`src/hdl/sss_pkg.sv`:
```
`timescale 1ns / 1ps
// Package for the SSS chip generator: sequence constants, cell bit struct,
// and the cell group to (m0, m1) lookup table. No dependencies.
package sss_pkg;

    localparam int SEQ_LEN    = 31;
    localparam int SEQ_RUN    = 26;
    localparam int GROUP_DIV  = 30;
    localparam int SHIFT_MOD  = 8;
    localparam int C1_OFFSET  = 3;
    localparam int CHIP_COUNT = 62;
    localparam int GROUPS     = 256;

    // Bits held by one cell: the six shifted sequences at one position.
    typedef struct packed {
        logic s0;
        logic s1;
        logic c0;
        logic c1;
        logic za;
        logic zb;
    } t_chip_bits;

    typedef logic [SEQ_LEN-1:0] t_seq;
    typedef logic [9:0] t_m_tab [0:GROUPS-1];

    // Length-31 m-sequence from seed 00001; tap bit i selects x(k+i).
    function automatic t_seq make_mseq(input logic [4:0] taps);
        t_seq seq;
        logic v;
        seq = '0;
        seq[4] = 1'b1;
        for (int k = 0; k < SEQ_RUN; k++) begin
            v = 1'b0;
            for (int i = 0; i < 5; i++) begin
                if (taps[i]) v = v ^ seq[k + i];
            end
            seq[k + 5] = v;
        end
        return seq;
    endfunction

    localparam t_seq S_SEQ = make_mseq(5'h05);
    localparam t_seq C_SEQ = make_mseq(5'h09);
    localparam t_seq Z_SEQ = make_mseq(5'h17);

    // {m1, m0} for every 8-bit group value, built at elaboration.
    function automatic t_m_tab build_m_tab();
        t_m_tab tab;
        int qp, q, mp, m0, m1;
        for (int g = 0; g < GROUPS; g++) begin
            qp = g / GROUP_DIV;
            q  = (g + (qp * (qp + 1)) / 2) / GROUP_DIV;
            mp = g + (q * (q + 1)) / 2;
            m0 = mp % SEQ_LEN;
            m1 = (m0 + mp / SEQ_LEN + 1) % SEQ_LEN;
            tab[g] = {5'(m1), 5'(m0)};
        end
        return tab;
    endfunction

    localparam t_m_tab M_TAB = build_m_tab();

    // Pick seq[idx mod 31] for idx below 62.
    function automatic logic pick_mod(input t_seq seq, input logic [5:0] idx);
        logic [5:0] sel;
        sel = (idx >= 6'(SEQ_LEN)) ? idx - 6'(SEQ_LEN) : idx;
        return seq[sel[4:0]];
    endfunction

endpackage

```
`src/hdl/sss_cell.sv`:
```
`timescale 1ns / 1ps
// One cell of the rotating chain: holds six sequence bits at one position.
// Depends on sss_pkg.
module sss_cell (
    input  logic               i_clk,
    input  logic               i_load,
    input  logic               i_shift,
    input  sss_pkg::t_chip_bits i_load_bits,
    input  sss_pkg::t_chip_bits i_next_bits,
    output sss_pkg::t_chip_bits o_bits
);
    import sss_pkg::*;

    t_chip_bits r_bits;
    t_chip_bits n_bits;

    always_comb begin
        n_bits = r_bits;
        if (i_load) n_bits = i_load_bits;
        else if (i_shift) n_bits = i_next_bits;
    end

    always_ff @(posedge i_clk) begin
        r_bits <= n_bits;
    end

    assign o_bits = r_bits;

endmodule

```
`src/hdl/sss_sequence_generator_unit.sv`:
```
`timescale 1ns / 1ps
// SSS chip generator top level. Depends on sss_pkg and sss_cell.
// The accepted request is held in the pending register, then loaded into the chain;
// chips leave through the output register, one chip per cycle while i_ready allows,
// from the 31-cell rotating chain which emits two chips per position.
// Reset: synchronous active-low i_rst_n clears pending, chain and output valids.
module sss_sequence_generator_unit (
    input  logic       i_clk,
    input  logic       i_rst_n,
    // request channel
    input  logic       i_valid,
    output logic       o_ready,
    input  logic [7:0] i_cell_group,
    input  logic [1:0] i_sector_id,
    // chip channel
    output logic       o_valid,
    input  logic       i_ready,
    output logic [5:0] o_chip_index,
    output logic       o_chip_sub0,
    output logic       o_chip_sub5,
    output logic       o_last_chip
);
    import sss_pkg::*;

    // Pending request: m0/m1 from the lookup table, registered at accept.
    logic       r_p_vld;
    logic [4:0] r_p_m0;
    logic [4:0] r_p_m1;
    logic [1:0] r_p_n2;

    // Chain control: position counter and even/odd chip phase.
    logic       r_active;
    logic [4:0] r_n;
    logic       r_phase;

    // Output register
    logic       r_o_vld;
    logic [5:0] r_o_idx;
    logic       r_o_sub0;
    logic       r_o_sub5;
    logic       r_o_last;

    logic       in_acc;
    logic       adv;
    logic       last;
    logic       load;
    logic       shift;
    logic [9:0] m_pair;

    t_chip_bits cell_bits [SEQ_LEN];
    t_chip_bits load_bits [SEQ_LEN];
    t_chip_bits head;

    assign m_pair = M_TAB[i_cell_group];

    // Chain advances one chip whenever the output register can take it.
    assign adv   = r_active && (!r_o_vld || i_ready);
    assign last  = (r_n == 5'(SEQ_LEN - 1)) && r_phase;
    assign load  = r_p_vld && (!r_active || (adv && last));
    assign shift = adv && r_phase;
    assign o_ready = !r_p_vld || load;
    assign in_acc  = i_valid && o_ready;

    // Each cell k loads the sequences rotated so that cell 0 holds index n.
    for (genvar k = 0; k < SEQ_LEN; k++) begin : g_cell
        always_comb begin
            load_bits[k].s0 = pick_mod(S_SEQ, 6'(k) + {1'b0, r_p_m0});
            load_bits[k].s1 = pick_mod(S_SEQ, 6'(k) + {1'b0, r_p_m1});
            load_bits[k].c0 = pick_mod(C_SEQ, 6'(k) + {4'd0, r_p_n2});
            load_bits[k].c1 = pick_mod(C_SEQ, 6'(k) + {4'd0, r_p_n2} + 6'(C1_OFFSET));
            load_bits[k].za = pick_mod(Z_SEQ, 6'(k) + {3'd0, r_p_m0[2:0]});
            load_bits[k].zb = pick_mod(Z_SEQ, 6'(k) + {3'd0, r_p_m1[2:0]});
        end

        sss_cell u_cell (
            .i_clk       (i_clk),
            .i_load      (load),
            .i_shift     (shift),
            .i_load_bits (load_bits[k]),
            .i_next_bits (cell_bits[(k + 1) % SEQ_LEN]),
            .o_bits      (cell_bits[k])
        );
    end

    assign head = cell_bits[0];

    always_ff @(posedge i_clk) begin
        if (!i_rst_n) begin
            r_p_vld  <= 1'b0;
            r_active <= 1'b0;
            r_n      <= '0;
            r_phase  <= 1'b0;
            r_o_vld  <= 1'b0;
        end else begin
            if (in_acc) r_p_vld <= 1'b1;
            else if (load) r_p_vld <= 1'b0;

            if (load) begin
                r_active <= 1'b1;
                r_n      <= '0;
                r_phase  <= 1'b0;
            end else if (adv) begin
                r_phase <= !r_phase;
                if (r_phase) r_n <= r_n + 5'd1;
                if (last) r_active <= 1'b0;
            end

            if (adv) r_o_vld <= 1'b1;
            else if (i_ready) r_o_vld <= 1'b0;
        end
    end

    // Payload registers, no reset needed.
    always_ff @(posedge i_clk) begin
        if (in_acc) begin
            r_p_m0 <= m_pair[4:0];
            r_p_m1 <= m_pair[9:5];
            r_p_n2 <= i_sector_id;
        end
        if (adv) begin
            r_o_idx  <= {r_n, r_phase};
            r_o_last <= last;
            if (!r_phase) begin
                // even chip
                r_o_sub0 <= head.s0 ^ head.c0;
                r_o_sub5 <= head.s1 ^ head.c0;
            end else begin
                // odd chip: swapped s, c1 in place of c0, and z scrambling
                r_o_sub0 <= head.s1 ^ head.c1 ^ head.za;
                r_o_sub5 <= head.s0 ^ head.c1 ^ head.zb;
            end
        end
    end

    assign o_valid      = r_o_vld;
    assign o_chip_index = r_o_idx;
    assign o_chip_sub0  = r_o_sub0;
    assign o_chip_sub5  = r_o_sub5;
    assign o_last_chip  = r_o_last;

endmodule

```
`config.mk`:
```
export PLATFORM = sky130hd
export DESIGN_NAME = sss_sequence_generator_unit
export DESIGN_NICKNAME = d
export VERILOG_FILES = /design/src/hdl/sss_pkg.sv /design/src/hdl/sss_cell.sv /design/src/hdl/sss_sequence_generator_unit.sv
export SDC_FILE = /design/constraint.sdc
export NUM_CORES = 1
export LEC_CHECK = 0
export BUFFER_PORTS_ARGS = -buffer_cell sky130_fd_sc_hd__buf_2
export CORE_ASPECT_RATIO = 2
export CORE_MARGIN = 1
export CORE_UTILIZATION = 35
export DETAILED_ROUTE_END_ITERATION = 7
export PLACE_DENSITY_LB_ADDON = 0.12
export SLEW_MARGIN = 25
export SYNTH_ARGS = -nofsm -noshare
export SYNTH_HDL_FRONTEND = slang
export SYNTH_SLANG_ARGS = --single-unit
```
`constraint.sdc`:
```
create_clock -name i_clk -period 13.3 [get_ports i_clk]
set_input_delay 1.995 -clock i_clk [delete_from_list [all_inputs] [get_ports i_clk]]
set_output_delay 1.995 -clock i_clk [all_outputs]
set_load 0.005 [all_outputs]
```
==> results by group <==
Clocking
  – CTS Buf Count: 26
  – Clk_lat worst skew: 610 ps
  – Root buf cell: clkbuf_16
  – CTS resizes: 0
  – # hold bufs at CTS: 0
  – Setup bufs post-CTS: 0
  – CTS max path bufs: 3
  – CTS tree: yes
  – CTS clock-pin slew for the worst setup and hold paths: 70 ps
  – TritonCTS Sinks: around 220
  – H-Tree Depth: 1

Power and ir drop
  – Comb power frac: 0.573
  – Sw Share: 0.463
  – P per Cell Area: between 100 and 150 nW/um^2
  – Peak VDD IR: roughly 0.10 mV
  – Reg power frac: 0.220
  – Switching power: roughly 0.0018 W
  – Clock power frac: 0.208
  – Leakage power: approximately 13 nW
  – Int Power: 0.00210 W

Logic synthesis
  – Cell area after synthesis: 29,800 sq um
  – Synth cell types: 97
  – FF+latch count, synth: roughly 220
  – Avg Synthesized Cell Area: 7.73 sq um
  – Share of the synthesized area in the top cell type: 0.208
  – Synth Net Count: between 4,000 and 5,000
  – Yosys top cell by area: edfxtp_1
  – Ys Warns: 0
  – Top_reg_cell synth: edfxtp_1
  – Count leader, synth: nand2_1
  – FFs w/ async S/R, synth: 0
  – Most frequent cells after synthesis: nand2_1 (515), ha_1 (358), a21oi_1 (333), o21ai_0 (315), nor2_1 (288)
  – Seq/Total Area, Yosys: 0.214
  – Cells after synthesis: just under 4,000
  – Synth area leaders: edfxtp_1 (21%), ha_1 (15%), nand2_1 (6.5%)
  – Number of synthesized flops with an enable pin: just over 200

Setup path
  – CP peak stage delay: 710 ps
  – Worst reg-to-reg setup slack: between 7000 and 8000 ps
  – Worst path required time: around 14,000 ps
  – WP data arrival: ~5700 ps
  – RR Endpoint: g_cell[29].u_cell.o_bits[0]
  – Worst setup path startpoint: r_p_m1[2]
  – Cell mode on critical path: ha_1
  – Reg2Reg Depth: 18
  – Critical-path cell list: buf_4 > inv_1 > ha_1 > nand2_1 > ha_1 > nand2b_1 > o31ai_1 > and2_1 > xnor2_1 > inv_1 > ha_1 > o21a_1 > o32ai_1 > a31oi_1 > mux2i_1 > nand2_1 > o21ai_0 > o31ai_1
  – Crit path buffers/inverters: 3
  – CP max stage cell: o31ai_1
  – Top delay family on crit path: adder cells
  – Nature of the critical path endpoint: flop
  – Critical path fanouts, max: 42
  – Crit Path Category: flop to flop
  – Reg2reg start: r_p_m1[2]
  – CP Launch Type: flop

Worst hold path
  – Hold_sp: g_cell[3].u_cell.o_bits[1]
  – Hold EP: g_cell[2].u_cell.o_bits[1]
  – Min-Delay Path Depth: 2
  – Min-Delay Path Class: flop to flop

Route
  – Total Wirelength: between 100,000 and 150,000 um
  – Residual DRC: 2
  – Post-DRT Antenna Nets: 0
  – DR pass1 iterations: 8
  – Per-cell routed wire length: 22.5 um
  – DRT iter0 DRCs: 1,420
  – DR vias/cell: ~5.8
  – Via count: ~28,000

STA
  – Hold Violations, Final: 0
  – Setup TNS: 0 ps
  – Slew @ Worst Pin: ~980 ps
  – Clock period minus worst slack: 5370 ps
  – Final Setup Violations: 0
  – Layout Skew: between 30 and 40 ps
  – Pins Over Slew Limit: 0
  – Period utilisation layout: 0.404
  – Worst hold margin: approximately 500 ps
  – Max_slew headroom: 0.342
  – RSZ-0062 raised after global routing: no
  – Fmax: 186 MHz

GRT
  – Number of global-route vias before repair: 28,134
  – Initial antenna violation count: 0
  – First-pass GRT wire length: about 160,000 um
  – GRT Total Usage: 0.245
  – Largest net degree at the start of global routing: approximately 140
  – Global route overflow: 0

Layout
  – Post-layout nets: 4,093
  – Area taken by multi-input logic gates: around 21,000 sq um
  – FF+latch area: between 6000 and 7000 sq um
  – Synth-to-layout area growth: 5.98%
  – # fillers: 8,947
  – Fin util: 0.374
  – Share of layout cells above drive strength 1: 0.0661
  – Antenna diode count: 0

Placement
  – Routability cong.: about 0.88
  – IO buf count: 24
  – Post-DP HPWL: about 79,000 um

Die
  – Die area: ~86,000 sq um
  – Initial Util: 0.353
  – Die X: roughly 210 um
  – Core area: around 84,000 sq um
  – Chip Height: approximately 410 um
  – Num ports: 25
  – Row cnt: about 150

Outcome
  – Violated checks: design-rule violations
  – Status: finished, violations left

Job
  – Max_cap viols: 0
routing by layer:
metal / wire length (um) / up-vias / global-route usage
li1: - / 13563 / -
met1: 38000 / 13523 / 0.236
met2: 59000 / 641 / 0.483
met3: 2930 / 282 / 0.0177
met4: 8190 / 0 / 0.173
met5: 0 / - / 0
worst max path at each step:
stage	endpoint	slack, ps	cells after the start
3_3_place_gp	g_cell[29].u_cell.o_bits[0]	8070	18
3_5_place_dp	g_cell[29].u_cell.o_bits[0]	8020	18
2_1_floorplan	g_cell[0].u_cell.o_bits[0]	7450	7
6_report	g_cell[29].u_cell.o_bits[0]	7930	18
4_1_cts	g_cell[29].u_cell.o_bits[0]	7990	18
5_1_grt	g_cell[29].u_cell.o_bits[0]	7510	18
layout by cell type, fill, tap and decap left out, types with 14 or more instances in the layout:
cell,n
o31ai_1,24
xnor2_1,168
a21o_1,39
inv_1,253
nor3_1,70
ha_1,356
and2_1,33
nor2b_1,42
mux2_2,24
a211o_1,21
o22ai_1,46
clkbuf_16,26
o21ai_1,15
a21boi_0,14
buf_4,56
nor2_1,288
a31oi_1,73
a221oi_1,19
a21oi_1,333
a311oi_1,18
clkinv_1,14
mux2i_1,96
buf_2,24
mux4_2,26
o21ai_0,315
a211oi_1,48
nand2b_1,47
o211ai_1,59
o21a_1,29
a22oi_1,21
xor2_1,23
nand3_1,84
nand2_1,515
edfxtp_1,207
power by group through the flow:
stage | combinational, W | clock (W) | sequential (W)
finish | 0.00224 | 0.000813 | 0.000859
global route | 0.00249 | 0.000848 | 0.000864
CTS | 0.00224 | 0.000834 | 0.000862
detailed placement | 0.00223 | 0 | 0.000875
global placement | 0.00223 | 0 | 0.000877
floorplan | 0.00165 | 0 | 0.000862
stage by stage:
stage	area [sq um]	total power, W	instances	setup slack, ps
floorplan	29800	0.00251	3861	7450
global placement	30700	0.00311	4760	8070
CTS	31600	0.00394	4807	7990
detailed placement	30700	0.00311	4760	8020
finish	31600	0.00391	4807	7930
global route	31600	0.00420	4807	7510
cells by family (layout without fill, tap and decap cells):
family	count (synthesis)	after routing	synth area share
mux	146	146	0.0609
xor+xnor	202	202	0.0626
simple gates	1170	1170	0.174
buf+inv	523	398	0.0703
fa+ha+maj	362	362	0.153
flops	216	216	0.214
compound gates	1242	1242	0.265
state kept, by name, summed over array words and instances, names as in the netlist:
signal and count:
o_chip_sub5 1, r_active 1, r_p_n2 2, o_valid 1, o_chip_index 6, r_p_m0 5
r_p_vld 1, r_n 5, o_last_chip 1, o_chip_sub0 1, g_cell.u_cell.o_bits 186, r_p_m1 5
r_phase 1
worst register-to-register path: cells and delay by family (launching register included):
kind                       cells  cell delay (ps)
buffers and inverters          3             1130
xor gates and xnor gates       1              150
AOI/OAI and AO/OA              6             1250
and+or+nand+nor                4              670
adders and majority gates      3             1370
muxes                          1              180
DFF                            1              330
layout make-up:
class | instances | area share
multi-input combinational | 3122 | 0.676
sequential | 216 | 0.202
tap | 1071 | 0.0424
inverter | 268 | 0.0318
clock buffer | 28 | 0.0208
timing repair buffer | 83 | 0.0190
clock inverter | 19 | 0.00780
Note: power is estimated with default switching activity, not from simulation.
